$ cat src/i2cm_pkg.sv
// Shared types and constants for the I2C master register-access block.
`default_nettype none

package i2cm_pkg;

    // Request codes carried in the input item's req_type field
    typedef enum logic [1:0] {
        REQ_TICK  = 2'd0,
        REQ_WRITE = 2'd1,
        REQ_READ  = 2'd2,
        REQ_LOAD  = 2'd3
    } req_t;

    // Which byte is on the wire
    typedef enum logic [1:0] {
        KIND_ADDR_W = 2'd0,
        KIND_REG    = 2'd1,
        KIND_DATA   = 2'd2,
        KIND_ADDR_R = 2'd3
    } kind_t;

    // Bus sequencer phases, one-hot
    typedef enum logic [14:0] {
        PH_IDLE      = 15'b000000000000001,
        PH_START_A   = 15'b000000000000010,
        PH_START_B   = 15'b000000000000100,
        PH_TX_LOW    = 15'b000000000001000,
        PH_TX_HIGH   = 15'b000000000010000,
        PH_ACK_LOW   = 15'b000000000100000,
        PH_ACK_HIGH  = 15'b000000001000000,
        PH_RS_LOW    = 15'b000000010000000,
        PH_RX_LOW    = 15'b000000100000000,
        PH_RX_HIGH   = 15'b000001000000000,
        PH_MACK_LOW  = 15'b000010000000000,
        PH_MACK_HIGH = 15'b000100000000000,
        PH_STOP_A    = 15'b001000000000000,
        PH_STOP_B    = 15'b010000000000000,
        PH_STOP_C    = 15'b100000000000000
    } phase_t;

    // Configuration register indexes
    localparam logic CFG_HALF_PERIOD = 1'b0;
    localparam logic CFG_ACK_TIMEOUT = 1'b1;

    localparam logic [7:0] HALF_PERIOD_RESET = 8'd2;
    localparam logic [7:0] ACK_TIMEOUT_RESET = 8'd250;

    typedef struct packed {
        logic [7:0] half_period_ticks;
        logic [7:0] ack_timeout_polls;
    } cfg_t;

    typedef struct packed {
        req_t       req_type;
        logic [7:0] dev_addr;
        logic [7:0] reg_addr;
        logic [4:0] length;
        logic [3:0] byte_index;
        logic [7:0] write_byte;
        logic       sda_in;
    } item_t;

    typedef struct packed {
        logic       scl_level;
        logic       sda_level;
        logic       sda_drive;
        logic [7:0] rx_byte;
        logic       rx_valid;
        logic       rx_last;
        logic       busy_res;
        logic       done_res;
        logic       ack_error;
    } res_t;

endpackage

`default_nettype wire

$ cat src/i2c_master_register_access_top.sv
// Top level of the I2C master register-access block: stream ports and config.
`default_nettype none

// One input transaction per clock: each item is a bus tick (with the sampled
// SDA level) or an idle-time command, and yields exactly one result item.
// The block sustains one item per cycle while results are taken; each
// item passes through the input register, the bus sequencer and the result
// register in that order. A stalled result output holds the
// input off once both registers are full. A begin command given while idle
// counts as the first start tick; commands given while busy act as plain
// ticks. Configuration writes are taken every cycle and should only be made
// while no transaction is in flight.
module i2c_master_register_access_top
    import i2cm_pkg::*;
#(
    parameter int MAX_LEN = 16
) (
    input  wire logic        clk,
    input  wire logic        rst_n,
    // input stream
    input  wire logic        s_tvalid,
    output logic             s_tready,
    // dev_addr[7:0], reg_addr[15:8], length[20:16], byte_index[24:21],
    // write_byte[32:25], sda_in[33], zero[39:34]
    input  wire logic [39:0] s_tdata,
    // req_type[1:0]
    input  wire logic [1:0]  s_tuser,
    // result stream
    output logic             m_tvalid,
    input  wire logic        m_tready,
    // scl_level[0], sda_level[1], sda_drive[2], rx_byte[10:3], rx_valid[11],
    // busy_res[12], done_res[13], ack_error[14], zero[15]
    output logic [15:0]      m_tdata,
    output logic             m_tlast,
    // configuration write channel
    input  wire logic        cfg_valid,
    output logic             cfg_ready,
    input  wire logic        cfg_index,
    input  wire logic [7:0]  cfg_data
);

    logic  in_valid_reg, in_valid_next;
    item_t in_item_reg;
    logic  out_valid_reg, out_valid_next;
    res_t  out_res_reg;
    cfg_t  cfg_reg;
    res_t  res;
    logic  s_accept, advance;

    // Pipeline handshake
    assign advance   = in_valid_reg && (!out_valid_reg || m_tready);
    assign s_tready  = !in_valid_reg || advance;
    assign s_accept  = s_tvalid && s_tready;
    assign cfg_ready = 1'b1;

    always_comb
    begin
        in_valid_next = in_valid_reg;
        if (s_accept)
        begin
            in_valid_next = 1'b1;
        end
        else if (advance)
        begin
            in_valid_next = 1'b0;
        end

        out_valid_next = out_valid_reg;
        if (advance)
        begin
            out_valid_next = 1'b1;
        end
        else if (m_tready)
        begin
            out_valid_next = 1'b0;
        end
    end

    always_ff @(posedge clk or negedge rst_n)
    begin
        if (!rst_n)
        begin
            in_valid_reg  <= 1'b0;
            out_valid_reg <= 1'b0;
        end
        else
        begin
            in_valid_reg  <= in_valid_next;
            out_valid_reg <= out_valid_next;
        end
    end

    // Input register
    always_ff @(posedge clk)
    begin
        if (s_accept)
        begin
            in_item_reg.req_type   <= req_t'(s_tuser);
            in_item_reg.dev_addr   <= s_tdata[7:0];
            in_item_reg.reg_addr   <= s_tdata[15:8];
            in_item_reg.length     <= s_tdata[20:16];
            in_item_reg.byte_index <= s_tdata[24:21];
            in_item_reg.write_byte <= s_tdata[32:25];
            in_item_reg.sda_in     <= s_tdata[33];
        end
    end

    // Result register
    always_ff @(posedge clk)
    begin
        if (advance)
        begin
            out_res_reg <= res;
        end
    end

    // Configuration registers
    always_ff @(posedge clk or negedge rst_n)
    begin
        if (!rst_n)
        begin
            cfg_reg.half_period_ticks <= HALF_PERIOD_RESET;
            cfg_reg.ack_timeout_polls <= ACK_TIMEOUT_RESET;
        end
        else if (cfg_valid)
        begin
            unique case (cfg_index)
                CFG_HALF_PERIOD: cfg_reg.half_period_ticks <= cfg_data;
                CFG_ACK_TIMEOUT: cfg_reg.ack_timeout_polls <= cfg_data;
                default:
                begin
                end
            endcase
        end
    end

    i2cm_engine #(
        .MAX_LEN(MAX_LEN)
    ) u_engine (
        .clk  (clk),
        .rst_n(rst_n),
        .en   (advance),
        .item (in_item_reg),
        .cfg  (cfg_reg),
        .res  (res)
    );

    // Output packing
    assign m_tvalid = out_valid_reg;
    assign m_tlast  = out_res_reg.rx_last;
    assign m_tdata  = {1'b0,
                       out_res_reg.ack_error,
                       out_res_reg.done_res,
                       out_res_reg.busy_res,
                       out_res_reg.rx_valid,
                       out_res_reg.rx_byte,
                       out_res_reg.sda_drive,
                       out_res_reg.sda_level,
                       out_res_reg.scl_level};

endmodule

`default_nettype wire

$ cat src/i2cm_txbuf.sv
// Generic RAM with one write port and a registered read port.
`default_nettype none

module i2cm_txbuf #(
    parameter int WIDTH = 8,
    parameter int DEPTH = 16,
    parameter int AW    = 4
) (
    input  wire logic             clk,
    input  wire logic             we,
    input  wire logic [AW-1:0]    waddr,
    input  wire logic [WIDTH-1:0] wdata,
    input  wire logic [AW-1:0]    raddr,
    output logic      [WIDTH-1:0] rdata
);

    logic [WIDTH-1:0] mem_reg [DEPTH];
    logic [WIDTH-1:0] rdata_reg;

    // Write port
    always_ff @(posedge clk)
    begin
        if (we)
        begin
            mem_reg[waddr] <= wdata;
        end
    end

    // Registered read port, out-of-range slots read as zero
    always_ff @(posedge clk)
    begin
        if (32'(raddr) < DEPTH)
        begin
            rdata_reg <= mem_reg[raddr];
        end
        else
        begin
            rdata_reg <= '0;
        end
    end

    assign rdata = rdata_reg;

endmodule

`default_nettype wire

$ cat src/i2cm_engine.sv
// I2C bus sequencer: state registers and per-tick next-state logic.
`default_nettype none

module i2cm_engine
    import i2cm_pkg::*;
#(
    parameter int MAX_LEN = 16
) (
    input  wire logic  clk,
    input  wire logic  rst_n,
    input  wire logic  en,
    input  wire item_t item,
    input  wire cfg_t  cfg,
    output res_t       res
);

    localparam int AW      = (MAX_LEN > 1) ? $clog2(MAX_LEN) : 1;
    localparam int LEN_SAT = (MAX_LEN > 31) ? 31 : MAX_LEN;

    phase_t     phase_reg, phase_next;
    kind_t      kind_reg, kind_next;
    logic       is_read_reg, is_read_next;
    logic [7:0] addr_hold_reg, addr_hold_next;
    logic [7:0] reg_hold_reg, reg_hold_next;
    logic [4:0] bytes_left_reg, bytes_left_next;
    logic [AW-1:0] byte_pos_reg, byte_pos_next;
    logic [2:0] bit_count_reg, bit_count_next;
    logic [7:0] shift_reg, shift_next;
    logic [8:0] tick_reg, tick_next;
    logic [7:0] poll_reg, poll_next;
    logic       err_reg, err_next;

    logic          buf_we;
    logic [AW-1:0] buf_waddr;
    logic [7:0]    buf_rdata;

    logic [7:0] half;
    logic [9:0] tick_inc;
    logic       hit_h, hit_2h;
    logic [8:0] tick_h, tick_2h;
    logic [4:0] len_sat;

    // Read data is registered, so it follows byte_pos in the cycle after; byte_pos
    // is steady for a whole byte time before the next data byte is fetched
    i2cm_txbuf #(
        .WIDTH(8),
        .DEPTH(MAX_LEN),
        .AW   (AW)
    ) u_txbuf (
        .clk  (clk),
        .we   (buf_we),
        .waddr(buf_waddr),
        .wdata(item.write_byte),
        .raddr(byte_pos_reg),
        .rdata(buf_rdata)
    );

    // Buffer load, only while the bus is idle
    always_comb
    begin
        buf_waddr = AW'(item.byte_index);
        buf_we    = en && (phase_reg == PH_IDLE) && (item.req_type == REQ_LOAD)
                    && (32'(item.byte_index) < MAX_LEN);
    end

    // Half period, zero counts as one tick
    assign half = (cfg.half_period_ticks == 8'd0) ? 8'd1 : cfg.half_period_ticks;

    always_comb
    begin
        if (32'(item.length) > MAX_LEN)
        begin
            len_sat = 5'(LEN_SAT);
        end
        else
        begin
            len_sat = item.length;
        end
    end

    // Next state and result for one tick
    always_comb
    begin
        phase_next      = phase_reg;
        kind_next       = kind_reg;
        is_read_next    = is_read_reg;
        addr_hold_next  = addr_hold_reg;
        reg_hold_next   = reg_hold_reg;
        bytes_left_next = bytes_left_reg;
        byte_pos_next   = byte_pos_reg;
        bit_count_next  = bit_count_reg;
        shift_next      = shift_reg;
        tick_next       = tick_reg;
        poll_next       = poll_reg;
        err_next        = err_reg;

        res = '0;
        res.scl_level = 1'b1;
        res.sda_level = 1'b1;

        // Begin command while idle; this tick is already the first start tick
        if (phase_reg == PH_IDLE && (item.req_type == REQ_WRITE ||
                                     item.req_type == REQ_READ))
        begin
            is_read_next    = (item.req_type == REQ_READ);
            addr_hold_next  = item.dev_addr;
            reg_hold_next   = item.reg_addr;
            bytes_left_next = len_sat;
            byte_pos_next   = '0;
            bit_count_next  = 3'd0;
            shift_next      = 8'd0;
            tick_next       = 9'd0;
            poll_next       = 8'd0;
            kind_next       = KIND_ADDR_W;
            err_next        = 1'b0;
            phase_next      = PH_START_A;
        end

        // Tick counter against one and two half periods
        tick_inc = {1'b0, tick_next} + 10'd1;
        hit_h    = tick_inc >= {2'b00, half};
        hit_2h   = tick_inc >= {1'b0, half, 1'b0};
        tick_h   = hit_h ? 9'd0 : tick_inc[8:0];
        tick_2h  = hit_2h ? 9'd0 : tick_inc[8:0];

        unique case (phase_next)
            PH_IDLE:
            begin
            end
            PH_START_A:
            begin
                res.sda_drive = 1'b1;
                tick_next     = tick_2h;
                if (hit_2h)
                begin
                    phase_next = PH_START_B;
                end
            end
            PH_START_B:
            begin
                res.sda_level = 1'b0;
                res.sda_drive = 1'b1;
                tick_next     = tick_2h;
                if (hit_2h)
                begin
                    if (kind_next == KIND_REG)
                    begin
                        kind_next  = KIND_ADDR_R;
                        shift_next = addr_hold_next | 8'h01;
                    end
                    else
                    begin
                        kind_next  = KIND_ADDR_W;
                        shift_next = addr_hold_next & 8'hFE;
                    end
                    bit_count_next = 3'd0;
                    phase_next     = PH_TX_LOW;
                end
            end
            PH_TX_LOW, PH_TX_HIGH:
            begin
                res.scl_level = (phase_next == PH_TX_HIGH);
                res.sda_level = shift_next[7];
                res.sda_drive = 1'b1;
                tick_next     = tick_h;
                if (hit_h)
                begin
                    if (phase_next == PH_TX_LOW)
                    begin
                        phase_next = PH_TX_HIGH;
                    end
                    else
                    begin
                        shift_next = {shift_next[6:0], 1'b0};
                        if (bit_count_next == 3'd7)
                        begin
                            bit_count_next = 3'd0;
                            phase_next     = PH_ACK_LOW;
                        end
                        else
                        begin
                            bit_count_next = bit_count_next + 3'd1;
                            phase_next     = PH_TX_LOW;
                        end
                    end
                end
            end
            PH_ACK_LOW:
            begin
                res.scl_level = 1'b0;
                tick_next     = tick_h;
                if (hit_h)
                begin
                    poll_next  = 8'd0;
                    phase_next = PH_ACK_HIGH;
                end
            end
            PH_ACK_HIGH:
            begin
                if (!item.sda_in)
                begin
                    // Acknowledged: pick the next byte or phase
                    poll_next = 8'd0;
                    tick_next = 9'd0;
                    case (kind_next)
                        KIND_ADDR_W:
                        begin
                            kind_next      = KIND_REG;
                            shift_next     = reg_hold_next;
                            bit_count_next = 3'd0;
                            phase_next     = PH_TX_LOW;
                        end
                        KIND_REG, KIND_DATA:
                        begin
                            if (kind_next == KIND_REG && is_read_next)
                            begin
                                phase_next = PH_RS_LOW;
                            end
                            else if (bytes_left_next == 5'd0)
                            begin
                                phase_next = PH_STOP_A;
                            end
                            else
                            begin
                                kind_next       = KIND_DATA;
                                shift_next      = buf_rdata;
                                byte_pos_next   = byte_pos_next + AW'(1);
                                bytes_left_next = bytes_left_next - 5'd1;
                                bit_count_next  = 3'd0;
                                phase_next      = PH_TX_LOW;
                            end
                        end
                        default:
                        begin
                            if (bytes_left_next == 5'd0)
                            begin
                                phase_next = PH_STOP_A;
                            end
                            else
                            begin
                                bit_count_next = 3'd0;
                                shift_next     = 8'd0;
                                phase_next     = PH_RX_LOW;
                            end
                        end
                    endcase
                end
                else if (poll_next >= cfg.ack_timeout_polls)
                begin
                    // Acknowledge timeout
                    poll_next  = 8'd0;
                    err_next   = 1'b1;
                    tick_next  = 9'd0;
                    phase_next = PH_STOP_A;
                end
                else
                begin
                    poll_next = poll_next + 8'd1;
                end
            end
            PH_RS_LOW:
            begin
                res.scl_level = 1'b0;
                res.sda_drive = 1'b1;
                tick_next     = tick_h;
                if (hit_h)
                begin
                    phase_next = PH_START_A;
                end
            end
            PH_RX_LOW:
            begin
                res.scl_level = 1'b0;
                tick_next     = tick_h;
                if (hit_h)
                begin
                    phase_next = PH_RX_HIGH;
                end
            end
            PH_RX_HIGH:
            begin
                tick_next = tick_h;
                if (hit_h)
                begin
                    shift_next = {shift_next[6:0], item.sda_in};
                    if (bit_count_next == 3'd7)
                    begin
                        bit_count_next = 3'd0;
                        res.rx_valid   = 1'b1;
                        res.rx_byte    = shift_next;
                        res.rx_last    = (bytes_left_next <= 5'd1);
                        if (bytes_left_next != 5'd0)
                        begin
                            bytes_left_next = bytes_left_next - 5'd1;
                        end
                        phase_next = PH_MACK_LOW;
                    end
                    else
                    begin
                        bit_count_next = bit_count_next + 3'd1;
                        phase_next     = PH_RX_LOW;
                    end
                end
            end
            PH_MACK_LOW, PH_MACK_HIGH:
            begin
                // ACK all bytes but the last, which gets a NACK
                res.scl_level = (phase_next == PH_MACK_HIGH);
                res.sda_level = (bytes_left_next == 5'd0);
                res.sda_drive = 1'b1;
                tick_next     = tick_h;
                if (hit_h)
                begin
                    if (phase_next == PH_MACK_LOW)
                    begin
                        phase_next = PH_MACK_HIGH;
                    end
                    else if (bytes_left_next == 5'd0)
                    begin
                        tick_next  = 9'd0;
                        phase_next = PH_STOP_A;
                    end
                    else
                    begin
                        shift_next = 8'd0;
                        phase_next = PH_RX_LOW;
                    end
                end
            end
            PH_STOP_A:
            begin
                res.scl_level = 1'b0;
                res.sda_level = 1'b0;
                res.sda_drive = 1'b1;
                tick_next     = tick_2h;
                if (hit_2h)
                begin
                    phase_next = PH_STOP_B;
                end
            end
            PH_STOP_B:
            begin
                res.sda_level = 1'b0;
                res.sda_drive = 1'b1;
                tick_next     = tick_2h;
                if (hit_2h)
                begin
                    phase_next = PH_STOP_C;
                end
            end
            PH_STOP_C:
            begin
                res.sda_drive = 1'b1;
                tick_next     = tick_2h;
                if (hit_2h)
                begin
                    res.done_res  = 1'b1;
                    res.ack_error = err_next;
                    err_next      = 1'b0;
                    phase_next    = PH_IDLE;
                end
            end
            default:
            begin
                tick_next  = 9'd0;
                phase_next = PH_IDLE;
            end
        endcase

        res.busy_res = (phase_next != PH_IDLE);
    end

    // State registers, advanced once per processed item
    always_ff @(posedge clk or negedge rst_n)
    begin
        if (!rst_n)
        begin
            phase_reg      <= PH_IDLE;
            kind_reg       <= KIND_ADDR_W;
            is_read_reg    <= 1'b0;
            addr_hold_reg  <= 8'd0;
            reg_hold_reg   <= 8'd0;
            bytes_left_reg <= 5'd0;
            byte_pos_reg   <= '0;
            bit_count_reg  <= 3'd0;
            shift_reg      <= 8'd0;
            tick_reg       <= 9'd0;
            poll_reg       <= 8'd0;
            err_reg        <= 1'b0;
        end
        else if (en)
        begin
            phase_reg      <= phase_next;
            kind_reg       <= kind_next;
            is_read_reg    <= is_read_next;
            addr_hold_reg  <= addr_hold_next;
            reg_hold_reg   <= reg_hold_next;
            bytes_left_reg <= bytes_left_next;
            byte_pos_reg   <= byte_pos_next;
            bit_count_reg  <= bit_count_next;
            shift_reg      <= shift_next;
            tick_reg       <= tick_next;
            poll_reg       <= poll_next;
            err_reg        <= err_next;
        end
    end

endmodule

`default_nettype wire
$ cat config.mk
export PLATFORM = sky130hd
export DESIGN_NAME = i2c_master_register_access_top
export DESIGN_NICKNAME = d
export VERILOG_FILES = /design/src/i2cm_pkg.sv /design/src/i2c_master_register_access_top.sv /design/src/i2cm_txbuf.sv /design/src/i2cm_engine.sv
export SDC_FILE = /design/constraint.sdc
export NUM_CORES = 1
export LEC_CHECK = 0
export ABC_AREA = 0
export BUFFER_PORTS_ARGS = -buffer_cell sky130_fd_sc_hd__buf_2
export CAP_MARGIN = 0
export CORE_AREA = 10 10 182 150
export CTS_BUF_LIST = sky130_fd_sc_hd__clkbuf_8
export CTS_CLUSTER_SIZE = 16
export DETAILED_ROUTE_END_ITERATION = 8
export DIE_AREA = 0 0 192 160
export PLACE_DENSITY_LB_ADDON = 0.15
export SLEW_MARGIN = 40
export SYNTH_ARGS = -nofsm -noshare
export SYNTH_HDL_FRONTEND = slang
export SYNTH_SLANG_ARGS = --single-unit
$ cat constraint.sdc
create_clock -name clk -period 5.49 [get_ports clk]
set_clock_uncertainty 0.2 [all_clocks]
set_input_delay 0.2745 -clock clk [delete_from_list [all_inputs] [get_ports clk]]
set_output_delay 0.2745 -clock clk [all_outputs]
set_load 0.01 [all_outputs]
# Yosys cells after proc, flatten, opt, wreduce, memory -nomap -nowiden
# Memory sizes are Yosys's and may differ from the RTL's. A register that Yosys moved wholly into a read port is not among the register bits.
# Cells that the tools add are included.
# classes
add_sub_neg	5
n_lt_le_gt_ge	5
n_eq_ne	23
n_mux	106
bitwise_logic	1
n_reduce_logical	31
# ops
cell	count
15-bit two-way mux	16
15-bit one-hot mux with 13 select lines	1
8-bit two-way mux	18
9-bit two-way mux	8
5-bit two-way mux	9
9-bit one-hot mux with 5 select lines	1
8-bit one-hot mux with 5 select lines	1
13-bit two-way mux	3
8-bit one-hot mux with 2 select lines	2
15-bit by 1-bit == test with 1-bit output, second input constant	2
15-bit one-hot mux with 2 select lines	1
3-bit two-way mux	9
4-bit two-way mux	6
2-bit two-way mux	8
15-bit by 10-bit == test with 1-bit output, second input constant	1
15-bit by 11-bit == test with 1-bit output, second input constant	1
15-bit by 12-bit == test with 1-bit output, second input constant	1
15-bit by 13-bit == test with 1-bit output, second input constant	1
15-bit by 14-bit == test with 1-bit output, second input constant	1
15-bit == test, second input constant	1
15-bit by 2-bit == test with 1-bit output, second input constant	1
15-bit by 3-bit == test with 1-bit output, second input constant	1
15-bit by 4-bit == test with 1-bit output, second input constant	1
15-bit by 5-bit == test with 1-bit output, second input constant	1
44 further kinds	76
# word_totals
regBits	142
mem_bits_rw	128
input_bits	56
output_inout_bits	20
wordCells	205
memories	1
# mem_list
name	words	width	rd	rd_ports_with_merged_regs	wr	line	rtl
u_engine.u_txbuf.mem_reg	16	8	1	1	1	i2cm_txbuf.sv:17	logic [WIDTH-1:0] mem_reg [DEPTH];

# Logic depth before layout (Yosys ltp)
# logic_depth
word_depth	11
mapped_depth	21

# By module
# From an unflattened synthesis, not the netlist that was laid out.
# hier_totals
hier_cells	1084
hier_area_um2	13525.5
# modules_own_cells
mod	instances	cells_each	area_per_inst_um2	seq_area_each_um2
i2cm_engine	1	756	6054.6	1778.0
i2cm_txbuf	1	229	5147.4	4003.8
i2c_master_register_access_top	1	99	2323.5	2020.7

# Least setup slack after synthesis
# Ideal clock, no wire load.
# synth_path
kind	reg-to-reg
start	register in_item_reg[35] in the netlist's numbering
end	register u_engine.tick_reg[5]
setup_time_ps	122
arrival_ps	4939
slack_ps	230
stages_incl_launch_ff	21
path_cell_list	edfxtp_1 -> ha_1 -> or4b_1 -> nor4_4 -> buf_2 -> clkbuf_1 -> nor2b_1 -> ha_1 -> nand3_1 -> nor2_1 -> xnor2_1 -> nor2_1 -> ha_1 -> nand3_1 -> or3_1 -> a21o_1 -> nand3_2 -> a2bb2oi_2 -> nor2_4 -> a22o_1 -> a32o_1
# synth_via
elab_chain_cells	11
word_cells_on_any_way	39
classes_between	1 x add/sub; 3 x order compare; 17 x eq/ne; 12 x mux; 6 x reduce/logical
# synth_rtl
element	line	rtl
start, declared	i2c_master_register_access_top.sv:43	item_t in_item_reg;
2-bit by 1-bit == test with 1-bit output / 2-bit == test (equally long branches)	i2cm_engine.sv:102, i2cm_engine.sv:103	
1-bit logical OR (*)	i2cm_engine.sv:102	if (phase_reg == PH_IDLE && (item.req_type == REQ_WRITE ||
1-bit logical AND (*)	i2cm_engine.sv:102	
9-bit two-way mux	i2cm_engine.sv:102	
9-bit by 1-bit adder with 10-bit output	i2cm_engine.sv:120	tick_inc = {1'b0, tick_next} + 10'd1;
10-bit by 8-bit greater-or-equal comparator with 1-bit output	i2cm_engine.sv:121	hit_h = tick_inc >= {2'b00, half};
9-bit two-way mux	i2cm_engine.sv:123	tick_h = hit_h ? 9'd0 : tick_inc[8:0];
9-bit two-way mux	i2cm_engine.sv:318	else if (bytes_left_next == 5'd0)
9-bit two-way mux	i2cm_engine.sv:314	if (phase_next == PH_MACK_LOW)
9-bit two-way mux	i2cm_engine.sv:312	if (hit_h)
9-bit one-hot mux with 5 select lines (*)	i2cm_engine.sv:126	unique case (phase_next)
end signal, assigned	i2cm_engine.sv:402	tick_reg <= tick_next;
end, declared	i2cm_engine.sv:29	logic [8:0] tick_reg, tick_next;
# Every way passes the cells marked *; elsewhere a longest branch is shown, timed or not.
# A chain may end at the register's enable or synchronous reset.

# Worst setup path in the final report
# layout_path
start	register in_item_reg[35] in the netlist's numbering
end	register u_engine.shift_reg[1]
# layout_via
elab_chain_cells	10
word_cells_on_any_way	42
classes_between	1 x add/sub; 2 x order compare; 11 x eq/ne; 20 x mux; 8 x reduce/logical
# layout_rtl
element	line	rtl
branches (longest 9 deep; another with 9-bit by 1-bit adder with 10-bit output)	-	
8-bit one-hot mux with 5 select lines (*)	i2cm_engine.sv:126	
end signal, assigned	i2cm_engine.sv:401	shift_reg <= shift_next;
end, declared	i2cm_engine.sv:28	logic [7:0] shift_reg, shift_next;
# Every way passes the cells marked *.

==> flow_summary_export.csv <==
group,metric,value,unit
status,status,"completed",
route,wirelength,34500,microns
route,postRouteAntennaNets,0,
timing,post-route-period-util,0.936,
power,p_total,5.34,mW
route,firstDrtPassIters,5,
timing,setup_viol,0,
synthesis,synth_top_area_share,0.404,
place,globalplace.congestion,0.999,
floorplanning,num_io_pins,76,
setup_path,critPathKind,"reg2reg",
route,vias,9780,
route,drc,0,
synthesis,synth_top_area_cell,"edfxtp_1",
setup_path,setup.worst_path.start,"in_item_reg[35]",
layout,design_area,15500,sq um
layout,final_util,0.652,
power,vdd_drop_max,345,uV
timing,timing.fmax,195,MHz
floorplanning,row_count,51,
setup_path,worstPathMaxFanout,10,
worst_hold_path,hold_class,"in2async",
synthesis,synthCells,1122,
power,combinationalPowerShare,0.197,
floorplanning,die_y,160,microns
synthesis,syn-num-nets,1214,
layout,layout-drive-gt1-share,0.171,
route,first_iter_violations,1055,
power,p_sw,1.64,mW
grt,antenna_found_initial,0,
setup_path,cpMostUsedCell,"ha_1",
cts,cts_root_buffer,"clkbuf_8",
route,via_per_inst,6.04,
setup_path,worstPathRequired,5760,ps
setup_path,critical-path-slowest-cell,"or4b_1",
synthesis,ys_seq_area_frac,0.585,
power,internal_power,3.70,mW
run,cap_violations,0,
timing,slew_violations,0,
place,pre_cts_ws,288,ps
setup_path,crit_path_max_incr_delay,640,ps
layout,finalNetCount,1358,
cts,worstSkewPairLatency,580,ps
grt,grt_pass1_vias,9763,
timing,rsz0062_at_grt,"no",
layout,largest_register_ffs,128,
floorplanning,fp.dieW,192,microns
synthesis,syn-cell-area,13300,sq um
synthesis,async_reset_ff_frac,0.322,
power,seqPwrFrac,0.468,
power,sw_frac_of_total,0.307,
synthesis,synth_warnings,0,
place,dp_hpwl,22900,microns
synthesis,synth_ff_type,"edfxtp_1",
timing,tightest_slew,847,ps
grt,overflow,0,
setup_path,arrival,5410,ps
place,io_buffer_count,66,
floorplanning,start_util,0.559,
floorplanning,dieArea,30700,sq um
synthesis,synth.top_cells.by_count,"edfxtp_1 (179), nand2_1 (172), dfrtp_1 (81), o21ai_0 (54), nor2_1 (53)",
grt,grt_pass1_wl,55300,microns
power,leakage,6.12,nW
synthesis,ys_seq_elements,276,
cts,cts_max_level,2,
place,dpl_cell_area,14000,sq um
timing,fin_ws,353,ps
synthesis,synth_cell_types,87,
cts,tritoncts,"built",
layout,antenna_cells,0,
synthesis,synth-edff-count,179,
power,p_per_area,344,nW/um^2
cts,clock_sinks,276,
timing,finalSetupTns,0,ps
timing,min_period,5140,ps
floorplanning,coreArea,23800,sq um
synthesis,synthTopCellsByArea,"edfxtp_1 (40%), dfrtp_1 (15%), nand2_1 (4.9%)",
synthesis,yosysMostFrequentCell,"edfxtp_1",
grt,grt_max_degree,52,
synthesis,avgSynthCellArea,11.8,sq um
timing,hold_viol,0,
cts,clockBufferDepth,3,
grt,grt_use_total,0.226,
layout,area_growth,16.8,%
power,p_clk_frac,0.335,
setup_path,startpoint_type,"flip-flop",
timing,slew_headroom,0.434,
cts,cts_buffers,44,
setup_path,r2r_start,"in_item_reg[35]",
setup_path,end_kind,"flip-flop",
setup_path,path_cells,"ha_1, or4b_1, nor4_4, nor2b_1, ha_1, nand3_1, xor2_1, nor2_1, ha_1, a2111oi_0, o21ai_1, a2bb2oi_2, nor2_1, a222oi_1, a21oi_1, a21o_1",
route,wl_per_cell,21.3,microns
cts,clk_pin_slew_worst_paths,70,ps
layout by cell type (no fill, tap or decap), types with 11 or more instances in the layout:
cell             n
and2_1          18
mux2i_1         32
a22o_1          13
nor3_1          23
nand3_1         25
mux4_2          16
nor2b_1         20
and3_1          12
clkinv_1        12
a22oi_1         11
edfxtp_1       179
nand2b_1        13
inv_1           47
nand2_1        172
a31oi_1         14
ha_1            36
buf_2           65
mux2_2          14
nor2_1          50
o21ai_0         53
dlygate4sd3_1   60
clkbuf_8        46
dfrtp_1         79
buf_4           29
a21oi_1         40
path summary, 6_finish.rpt:
kind	cells past startpoint	slack, ps	to
worst min register to register	2	270	u_engine.err_reg
worst max-delay path	16	350	u_engine.shift_reg[1]
max in group asynchronous	3	3950	u_engine.byte_pos_reg[1]
worst min-delay path	2	30	cfg_reg[10]
min in group clk	3	80	cfg_reg[11]
worst max register to register	16	350	u_engine.shift_reg[1]
worst max-delay path: cells and delay by family, from the launching register on:
family | cells | cell delay, ps
AO/OA/AOI/OAI | 6 | 1790
XOR/XNOR | 1 | 170
adder cells (fa/ha/maj) | 3 | 870
flip-flops | 1 | 390
AND/OR/NAND/NOR | 6 | 1610
cell type report:
cell class | instances | area [sq um]
inverter | 35 | 131
clock inverter | 35 | 253
clock buffer | 46 | 633
multi-input combinational | 755 | 5190
fill | 1810 | 8280
sequential | 276 | 7770
tap | 318 | 398
timing repair buffer | 154 | 1140
power groups by stage:
stage,clock [mW],combinational (mW),sequential (mW)
after floorplan,0,0.685,2.50
after global placement,0,0.962,2.53
after detailed placement,0,0.988,2.53
after CTS,1.82,1.03,2.49
after global routing,1.93,1.18,2.51
final,1.79,1.05,2.50
metrics by stage:
stage	instances	hold slack (ps)
final	1619	34.7
after global routing	1619	72.8
after CTS	1619	10.5
after detailed placement	1478	95.6
after global placement	1478	89.1
after floorplan	1122	-221
metal layers:
metal / share of wire / wire length [microns] / global-route usage
met3: 0.081 / 2800 / 0.0475
met5: 0 / 0 / 0
met2: 0.45 / 15400 / 0.337
met1: 0.45 / 15700 / 0.330
met4: 0.017 / 592 / 0.0584
cell families after synthesis:
family / count (synthesis) / share of synthesized area
and+or+nand+nor: 400 / 0.151
DFF: 276 / 0.585
AOI/OAI and AO/OA: 241 / 0.129
buffers and inverters: 91 / 0.0280
adders and majority gates: 36 / 0.0339
muxes: 64 / 0.0653
xor gates and xnor gates: 12 / 0.00791
other: 2 / 0.000565
repair_timing:
item                       CTS  global route
hold buffers                60             0
setup endpoints to repair    0             1
buffers inserted             0             0
hold endpoints to repair    91             0
gates resized for setup      0             3
Note: power is estimated with default switching activity, not from simulation.
